--- config.mk ---
export PLATFORM = sky130hd
export DESIGN_NAME = ccc_divider
export DESIGN_NICKNAME = d
export VERILOG_FILES = /design/src/rtl/ccc_divider.sv
export SDC_FILE = /design/constraint.sdc
export NUM_CORES = 1
export LEC_CHECK = 0
export BUFFER_PORTS_ARGS = -buffer_cell sky130_fd_sc_hd__buf_2
export CORE_MARGIN = 1
export CORE_UTILIZATION = 54
export CTS_BUF_LIST = sky130_fd_sc_hd__clkbuf_8
export CTS_CLUSTER_SIZE = 10
export DETAILED_ROUTE_END_ITERATION = 16
export PLACE_DENSITY = 0.91
export SLEW_MARGIN = 20
export SYNTH_ARGS = -nofsm -noshare
export SYNTH_HDL_FRONTEND = slang
export SYNTH_SLANG_ARGS = --single-unit
--- constraint.sdc ---
create_clock -name clk -period 2.65 [get_ports clk]
set_input_delay 0.265 -clock clk [delete_from_list [all_inputs] [get_ports clk]]
set_output_delay 0.265 -clock clk [all_outputs]
set_load 0.01 [all_outputs]
--- src/rtl/ccc_divider.sv ---
`timescale 1ns / 1ps
// ----------------------------------------------------------------------------
// ccc_divider: restoring divider, one quotient bit per cycle
// done pulses for one cycle once the last quotient bit is in, with
// the quotient held until the next start. The divisor must be non-zero.
// ----------------------------------------------------------------------------
module ccc_divider #(
  parameter int DIVIDEND_W = 31,
  parameter int DIVISOR_W  = 9
) (
  input  logic                  clk,
  input  logic                  rst,
  input  logic                  start,
  input  logic [DIVIDEND_W-1:0] dividend,
  input  logic [DIVISOR_W-1:0]  divisor,
  output logic                  done,
  output logic [DIVIDEND_W-1:0] quotient
);

  localparam int CW = $clog2(DIVIDEND_W);

  logic                  running;
  logic [CW-1:0]         cnt;
  logic [DIVISOR_W-1:0]  rem;
  logic [DIVIDEND_W-1:0] quo;
  logic [DIVISOR_W-1:0]  dsor;
  logic [DIVISOR_W:0]    trial;
  logic [DIVISOR_W:0]    diff;
  logic                  ge;
  logic                  last;

  // one trial subtraction per cycle
  assign trial = {rem, quo[DIVIDEND_W-1]};
  assign ge    = trial >= {1'b0, dsor};
  assign diff  = trial - {1'b0, dsor};
  assign last  = running && cnt == CW'(DIVIDEND_W - 1);

  // control
  always_ff @(posedge clk) begin
    if (rst) begin
      running <= 1'b0;
      done    <= 1'b0;
    end else begin
      done <= !start && last;
      if (start) begin
        running <= 1'b1;
      end else if (last) begin
        running <= 1'b0;
      end
    end
  end

  // datapath
  always_ff @(posedge clk) begin
    if (start) begin
      cnt  <= '0;
      rem  <= '0;
      quo  <= dividend;
      dsor <= divisor;
    end else if (running) begin
      rem <= ge ? diff[DIVISOR_W-1:0] : trial[DIVISOR_W-1:0];
      quo <= {quo[DIVIDEND_W-2:0], ge};
      cnt <= cnt + 1'b1;
    end
  end

  assign quotient = quo;

endmodule

==> out/qor.txt <==
Buf+Inv Stages, Crit Path = 3
DPL Wire Length = 4070 microns
clock insertion delay at the later pin of the skew report = 0.31 ns
worst slew margin relative to its limit = 51.7%
critical path fanouts, max = 5
share of cells above drive strength 1 = 43.6%
leading cell type in the layout, fill and taps excluded = buf_2
most congested layer reported by global routing = met2
fmax = 405 MHz
startpoint class of the critical path = flop
Die Span Y = 72.7 microns
outcome = finished, final reports clean
total of fill cells in the finished design = 353
Synth Warn # = 0
area of the core = 4750 sq um
Worst Setup Slack post-DPL = 0.156 ns
worst setup margin = 0.182 ns
number of flip-flops and latches in the synthesized netlist = 56
sequential fraction of the synthesis area = 56.3%
crit path kind = flop to flop
Setup Buffers After CTS = 0
via count of the first global-routing pass = 1945
final critical delay including setup and external delays = 2.47 ns
post-detailed-routing wire length = 5610 microns
CTS HTree Levels = 2
worst ir drop on vdd = 488 uV
setup repair after global routing missed its margin = false
Gate Count Post-Synth = 203
Power per Cell Area = 603 nW/um^2
Post-CTS Hold Buffers = 0
Horiz. Die Dim = 72.7 microns
Finished Cell Area = 3280 sq um
initial drt markers = 124
clock transition at the registers of the reported paths = 0.10 ns
number of rows in the core area = 25
Crit path arrival time = 2.65 ns
global route overflow = 0
cell family with most CP delay = compound AO/OA/AOI/OAI gates
number of antenna-violating nets in the routed design = 0
nets@finish = 336
remaining routing DRC violations = 0
area post-placement = 3150 sq um
most used flip-flop cell after synthesis = edfxtp_1
Worst Clk Skew = 0.00950 ns
TNS Setup = 0 ns
kind of end point of the critical path = flop
top-level port count = 75
setup violation total in the final timing report = 0
fraction of registers with async set/reset = 0%
number of enable flip-flop cells after synthesis = 40
first-pass detailed-route iteration total = 4
count of inserted antenna diode cells = 0
GR Layer Usage met2 = 36.8%
Initial Utilization = 56.8%
number of antenna violations at the first check in global routing = 0
CTS tree = built
IO buf count = 74
area overhead of the layout relative to synthesis = 21.5%
root cell of the clock tree = clkbuf_8
top library cells by usage in the layout, fill and taps aside = buf_2 (74), edfxtp_1 (40), mux2_2 (30), inv_1 (18), dfxtp_1 (16)
first-pass GRT wire length = 8710 microns
worst endpoint required time = 2.83 ns
Worst Reg2Reg Path Length in Cells = 10
max-slew violation count = 0
Sink Count = 56
post-DR vias/cell = 5.55
number of cells on the critical path = 10
Overall Global Routing Usage = 22.5%
global routing usage on met3 = 7.73%
Avg Synthesized Cell Area = 13.3 sq um
crit-path cells = inv_1, ha_1, inv_1, fa_2, a211oi_4, o41ai_4, a211oi_4, buf_6, mux2i_2, a211oi_2
# resized after CTS = 0
Tightest Hold Check Type = primary input to flop
number of clock buffers inserted by TritonCTS = 5
met1 global-route usage = 25.7%
LEAKAGE = 0.00142 uW
Hold WS = 0.120 ns
drt wl/cell = 16.1 microns
count of cell types in the netlist = 39
area enclosed by the die boundary = 5290 sq um
number of violations of the max-capacitance limit = 0
worst-case clock buffer depth = 2
critical-path cell with the highest stage delay = edfxtp_1
share of the clock period used by the worst path after layout = 93.1%
maximum number of pins on one net before global-route repair = 50
Syn Std Cell Area = 2700 sq um
slew at the pin closest to its max-slew limit = 0.722 ns
post-route core utilization = 69.0%
final hold viol count = 0
global placement routability congestion = 0.844
number of nets in the synthesized netlist = 258
cell count of the worst hold path = 1
largest stage delay on the critical path = 0.43 ns
vias post-DR = 1938
[final timing paths]
path                          startpoint                   to  slack, ns
hold / removal                divisor[7]    dsor[7]$_DFFE_PP_       0.12
setup reg to reg  quotient[30]$_DFFE_PP_  rem[3]$_SDFFE_PP0P_       0.18
setup / recovery  quotient[30]$_DFFE_PP_  rem[3]$_SDFFE_PP0P_       0.18
hold reg to reg      rem[8]$_SDFFE_PP0P_  rem[8]$_SDFFE_PP0P_       0.50
[cell usage after synthesis (all sizes together), types with 5 or more instances]
| cell type | n | share of area (%) |
|---|---|---|
| dfxtp | 16 | 12 |
| edfxtp | 40 | 44 |
| nand2 | 8 | 1.1 |
| mux2i | 7 | 2.6 |
| nor2 | 10 | 1.4 |
| xor2 | 6 | 1.9 |
| ha | 11 | 5.1 |
| mux2 | 30 | 13 |
| nand3 | 5 | 0.93 |
| a21oi | 5 | 1.3 |
| inv | 18 | 2.5 |
[metal layers]
layer	wire [microns]	share of wire, %
met5	0	0
met4	148	2.6
met3	431	7.7
met2	2780	50
met1	2250	40
[logic make-up after synthesis]
| kind of cell | count (synthesis) | share of synthesized area, % |
|---|---|---|
| XOR/XNOR | 9 | 2.92 |
| buffers and inverters | 25 | 3.75 |
| flip-flops | 56 | 56.3 |
| adder cells (fa/ha/maj) | 12 | 5.84 |
| AO/OA/AOI/OAI | 28 | 9.64 |
| AND/OR/NAND/NOR | 36 | 6.40 |
| multiplexers | 37 | 15.1 |
[metrics by stage]
stage               total power (uW)  instances
detailed placement              1410        341
CTS                             1980        349
floorplan                       1280        203
global route                    2050        349
finish                          1980        349
global placement                1400        341
[power by group]
group,internal [uW],total (uW),switching (uW),leakage [uW]
Sequential,1020,1070,41.5,0.000531
Combinational,156,337,181,0.000833
Clock,305,575,271,0.0000588
[final cells by class]
type	count	area, sq um	area share (%)
clock buffers	6	82.6	2.52
inverters	18	67.6	2.06
well taps	67	83.8	2.56
multi-input cells	122	1080	33.0
flip-flops and latches	56	1520	46.4
clock inverters	2	33.8	1.03
repair buffers	78	408	12.4
[state kept, by name (all words and copies together) (netlist names)]
signal and cells:
done 1, quotient 31, rem 9, cnt 5
dsor 9, running 1
No activity file was read; power rests on OpenSTA's default activity.
