--- src/rtl/ccc_pkg.sv ---
`timescale 1ns / 1ps
// ----------------------------------------------------------------------------
// ccc_pkg: shared types and constants for the cell/circle coverage block
// Fixed field widths, class codes, register indexes, sequencer states and the
// request/response structs of the shared squaring unit.
// ----------------------------------------------------------------------------
package ccc_pkg;

  // field widths
  localparam int COORD_W = 32;  // signed Q15.16 coordinate
  localparam int WIDTH_W = 31;  // unsigned Q15.16 cell width
  localparam int DIFF_W  = 34;  // coordinate minus centre, signed
  localparam int SQ_W    = 64;  // squared distance, unsigned Q32.32
  localparam int RSQ_W   = 63;  // radius squared register
  localparam int SUBD_W  = 9;   // sub_divisions register
  localparam int CFG_W   = 63;  // write data, widest register
  localparam int IDX_W   = 2;   // register index
  localparam int COUNT_W = 17;  // coverage count

  localparam logic [COUNT_W-1:0] COUNT_MAX = 17'h1FFFF;

  // register indexes
  localparam logic [IDX_W-1:0] REG_CENTER_X      = 2'd0;
  localparam logic [IDX_W-1:0] REG_CENTER_Y      = 2'd1;
  localparam logic [IDX_W-1:0] REG_RADIUS_SQ     = 2'd2;
  localparam logic [IDX_W-1:0] REG_SUB_DIVISIONS = 2'd3;

  // register reset values
  localparam logic [COORD_W-1:0] CENTER_X_RST      = 32'd655360;
  localparam logic [COORD_W-1:0] CENTER_Y_RST      = 32'd131072;
  localparam logic [RSQ_W-1:0]   RADIUS_SQ_RST     = 63'd1073741824;
  localparam logic [SUBD_W-1:0]  SUB_DIVISIONS_RST = 9'd200;

  // cell classes
  typedef enum logic [1:0] {
    CLASS_OUTSIDE = 2'd0,
    CLASS_FULL    = 2'd1,
    CLASS_MIXED   = 2'd2
  } cell_class_t;

  // sequencer states
  typedef enum logic [3:0] {
    ST_IDLE,
    ST_CORNER,
    ST_CTEST,
    ST_DIVX,
    ST_DIVY,
    ST_FILL,
    ST_COLA,
    ST_COLB,
    ST_ROWS,
    ST_DRAIN,
    ST_FINISH
  } state_t;

  // squaring unit request and response
  typedef struct packed {
    logic              valid;
    logic [DIFF_W-1:0] diff;
  } sq_req_t;

  typedef struct packed {
    logic            valid;
    logic [SQ_W-1:0] sq;
  } sq_rsp_t;

endpackage

--- src/rtl/ccc_square.sv ---
`timescale 1ns / 1ps
// ----------------------------------------------------------------------------
// ccc_square: shared saturating squarer
// Two-stage pipeline: magnitude and range check, then a 32x32 multiply.
// A magnitude of 2^32 or more gives all ones.
// ----------------------------------------------------------------------------
module ccc_square (
  input  logic             clk,
  input  logic             rst,
  input  ccc_pkg::sq_req_t req,
  output ccc_pkg::sq_rsp_t rsp
);

  logic [ccc_pkg::DIFF_W-1:0] mag_full;
  logic                       v1;
  logic                       sat1;
  logic [31:0]                mag1;
  logic                       v2;
  logic [ccc_pkg::SQ_W-1:0]   sq2;

  // absolute value of the difference
  assign mag_full = req.diff[ccc_pkg::DIFF_W-1] ? (~req.diff + 1'b1) : req.diff;

  // stage valids
  always_ff @(posedge clk) begin
    if (rst) begin
      v1 <= 1'b0;
      v2 <= 1'b0;
    end else begin
      v1 <= req.valid;
      v2 <= v1;
    end
  end

  // stage payloads
  always_ff @(posedge clk) begin
    sat1 <= |mag_full[ccc_pkg::DIFF_W-1:32];
    mag1 <= mag_full[31:0];
    sq2  <= sat1 ? {ccc_pkg::SQ_W{1'b1}} : (64'(mag1) * 64'(mag1));
  end

  assign rsp.valid = v2;
  assign rsp.sq    = sq2;

endmodule

--- config.mk ---
export PLATFORM = sky130hd
export DESIGN_NAME = ccc_square
export DESIGN_NICKNAME = d
export VERILOG_FILES = /design/src/rtl/ccc_pkg.sv /design/src/rtl/ccc_square.sv
export SDC_FILE = /design/constraint.sdc
export NUM_CORES = 2
export LEC_CHECK = 0
export BUFFER_PORTS_ARGS = -buffer_cell sky130_fd_sc_hd__buf_2
export CAP_MARGIN = 30
export CORE_ASPECT_RATIO = 1.75
export CORE_MARGIN = 1
export CORE_UTILIZATION = 50
export CTS_CLUSTER_DIAMETER = 200
export DETAILED_ROUTE_END_ITERATION = 8
export PLACE_DENSITY = 0.77
export SLEW_MARGIN = 10
export SYNTH_ARGS = -nofsm -noshare
export SYNTH_HDL_FRONTEND = slang
export SYNTH_SLANG_ARGS = --single-unit
export TNS_END_PERCENT = 10
--- constraint.sdc ---
create_clock -name clk -period 10.4 [get_ports clk]
set_input_delay 0.52 -clock clk [delete_from_list [all_inputs] [get_ports clk]]
set_output_delay 0.52 -clock clk [all_outputs]
set_load 0.01 [all_outputs]
==> summary.txt <==
Synth
  – Top FF cell, synth: sky130_fd_sc_hd__dfxtp_1
  – Library cell occupying the most area in the post-synthesis netlist: sky130_fd_sc_hd__fa_1
  – Mapped Nets: ~4.6k
  – Fraction of the yosys area taken by sequential cells: 0.0610
  – Share of synthesized registers carrying an async set or reset: 0
  – Commonest cells in the synthesized netlist: sky130_fd_sc_hd__inv_1 (990), sky130_fd_sc_hd__fa_1 (793), sky130_fd_sc_hd__nand2_1 (348), sky130_fd_sc_hd__ha_1 (298), sky130_fd_sc_hd__and2_1 (204)
  – Number of flops mapped to enable cells by yosys: 0
  – Synthesized netlist cell count: around 3.5k
  – Post-synthesis area per instance: around 9.3 um2
  – Top-count cell post-synth: sky130_fd_sc_hd__inv_1
  – Number of warnings reported in the yosys synthesis log: 0
  – Count of state elements after synthesis: 99
  – Number of distinct library cell variants in the gate-level netlist after synthesis: 71
  – Area of the mapped netlist: ~0.033 mm2
  – Top post-synthesis cells by area: sky130_fd_sc_hd__fa_1 (49%), sky130_fd_sc_hd__ha_1 (11%), sky130_fd_sc_hd__inv_1 (11%), sky130_fd_sc_hd__dfxtp_1 (6.1%), sky130_fd_sc_hd__nand2_1 (4.0%)
  – Yosys top cell area share: 0.488

Final layout
  – Multi-input gate area: 0.0263 mm2
  – Syn-to-layout area delta: 5.40%
  – Layout cells sized above 1: 0.0599
  – Final net count: 4,646
  – Fillcell total: about 5.8k
  – Area of all sequential standard cells: 0.00199 mm2

Worst setup path
  – Startpoint type of the worst setup path: flip-flop
  – Type of element capturing the critical path: flip-flop
  – Data required, critical path: 10.72 ns
  – Path depth of the worst reg2reg path: 26
  – Data arrival time of the worst path: about 9 ns
  – Largest fanout on the critical path: 16
  – Critical path type: reg2reg

Min path
  – Hold Crit Depth: 2
  – Class of the tightest hold or removal check: in2reg

Timing
  – Worst Slack Setup Final: 1.46 ns
  – Clock tree skew after final layout: 0.0269 ns
  – RSZ-0062 raised after global routing: false
  – Number of pins with negative max-slew slack in the final report: 0
  – Number of failing hold endpoints at the final stage: 0
  – Final period util: 0.860
  – Setup-failing EPs final: 0
  – Relative slew margins: 0.264
  – Tightest Pin Transition: 1.10 ns
  – Max Clock Freq: 112 MHz
  – Total negative slack: 0 ns
  – Min Tclk post-route: 8.94 ns

Clock network
  – Later-pin clock latency in the skew report: just over 0.4 ns
  – Root buf cell: sky130_fd_sc_hd__clkbuf_16
  – CTS tree: built
  – Number of sinks driven by the clock tree: 99
  – # hold bufs at CTS: 0
  – Number of gates resized after cts: 0
  – Longest Clk Path Bufs: 2
  – CTS HTree Levels: 3
  – Count of buffers added by post-CTS timing repair for setup: 0
  – Clock transition at path regs: 0.08 ns
  – CTS Buf Count: 9

Floorplanning
  – Initial cell density of the core: 0.505
  – Core Footprint: about 0.064 mm2
  – Die extent in y: 339 um
  – I/O pin total: 102
  – Count of standard-cell rows: 123
  – Chip Width: 195 um
  – Area of the die: 0.0661 mm2

Route
  – Total wirelength of the detailed-routed design: 98,400 um
  – Pre-antenna DRT Iters: 6
  – Remaining design rule violation count: 0
  – Number of design-rule violations left by the first detailed-router iteration: 1,291
  – Average wire length per cell after detail routing: 22.7 um
  – Via density per instance: 5.68
  – ANT nets after route: 0
  – Vias post-DR: 24.6k

Placed design
  – Weighted congestion at the end of routability-driven global placement: 1.02
  – Number of port buffers: 101
  – Worst-case setup slack after placement: about 1.7 ns
  – Half-perimeter wire length of the detailed placement result: 80,600 um

GRT
  – First-pass GRT wire length: 152,000 um
  – GRT Resource Usage Total: 0.312
  – Vias in the first global route: 27.8k
  – Initial antenna violation count: 4
  – Pin count of the biggest net entering global routing: 56
  – Remaining Overflow, GRT: 0

Run status
  – Result of the run: finished clean

Run
  – Max_cap viols: 0
## final cells by class
class / count / area share
multi-input combinational: 2257 / 0.768
inverter: 997 / 0.109
sequential: 99 / 0.0581
tap: 812 / 0.0297
timing repair buffer: 154 / 0.0270
clock buffer: 12 / 0.00690
clock inverter: 4 / 0.000986
antenna: 4 / 0.000292
## state kept, by name, indices dropped and copies added (netlist names)
signal  flops
v1          1
v2          1
mag1       32
sat1        1
sq2        64
## critical path: stages (launching register included)
cell and delay, ns:
sky130_fd_sc_hd__dfxtp_1 1.04, sky130_fd_sc_hd__buf_4 0.37, sky130_fd_sc_hd__nand2_1 0.12, sky130_fd_sc_hd__inv_1 0.09, sky130_fd_sc_hd__fa_1 0.41, sky130_fd_sc_hd__inv_1 0.08
sky130_fd_sc_hd__fa_1 0.49, sky130_fd_sc_hd__fa_1 0.58, sky130_fd_sc_hd__fa_1 0.54, sky130_fd_sc_hd__inv_1 0.06, sky130_fd_sc_hd__fa_1 0.62, sky130_fd_sc_hd__fa_1 0.46
sky130_fd_sc_hd__fa_1 0.50, sky130_fd_sc_hd__inv_1 0.05, sky130_fd_sc_hd__fa_1 0.56, sky130_fd_sc_hd__inv_1 0.06, sky130_fd_sc_hd__ha_1 0.37, sky130_fd_sc_hd__a21o_1 0.20
sky130_fd_sc_hd__a31oi_1 0.19, sky130_fd_sc_hd__nor2_1 0.05, sky130_fd_sc_hd__a2111oi_0 0.55, sky130_fd_sc_hd__buf_1 0.23, sky130_fd_sc_hd__o211ai_1 0.29, sky130_fd_sc_hd__nand3_1 0.20
sky130_fd_sc_hd__a31oi_1 0.20, sky130_fd_sc_hd__a41oi_1 0.31, sky130_fd_sc_hd__mux2i_1 0.22
## per-layer routing
| metal | global-route usage | vias up | routed length [um] |
|---|---|---|---|
| met1 | 0.284 | 12400 | 28300 |
| met4 | 0.331 | 2 | 12400 |
| met2 | 0.552 | 1291 | 50700 |
| met3 | 0.0672 | 677 | 6940 |
| li1 | - | 10300 | - |
| met5 | 0 | - | 13 |
## through the flow
stage / hold slack (ns) / std cells / cell area, um2 / util
after global routing: 0.282 / 4336 / 34300 / 0.532
final: 0.292 / 4339 / 34300 / 0.533
after global placement: 0.431 / 4317 / 34000 / 0.528
after CTS: 0.281 / 4334 / 34200 / 0.532
after floorplan: 0.329 / 3478 / 32500 / -
after detailed placement: 0.436 / 4318 / 34000 / 0.528
## worst paths after layout
check,end,startpoint,slack (ns)
setup / recovery,sq2[60],mag1[12],1.46
hold / removal,v2,rst,0.29
setup reg to reg,sq2[60],mag1[12],1.46
hold reg to reg,v2,v1,0.45
## logic make-up after synthesis
family / Yosys count / synth area share
flip-flops: 99 / 0.0610
XOR/XNOR: 113 / 0.0304
adder cells (fa/ha/maj): 1091 / 0.603
AO/OA/AOI/OAI: 278 / 0.0586
buffers and inverters: 1122 / 0.130
AND/OR/NAND/NOR: 767 / 0.115
multiplexers: 8 / 0.00250
## cells in the final DEF (no fill, tap or decap), drive strengths merged, types with 7 or more instances in the layout
cell type / n
buf: 154
ha: 298
nand4: 16
nor3: 22
o31ai: 15
nand3: 12
and3: 10
and2: 204
a31o: 10
a31oi: 14
mux2i: 7
xor2: 42
or2: 9
a211oi: 12
or4: 9
nor2b: 17
nor4: 10
fa: 793
o21bai: 18
or3: 7
clkinv: 7
clkbuf: 12
dfxtp: 99
o21ai: 46
inv: 993
a21o: 46
nand2: 348
xnor2: 71
nor2: 89
o21a: 8
a21oi: 71
Power is left out: the tool's default activity adds up to more than one toggle a clock period on the data nets, which glitch-free logic cannot reach.
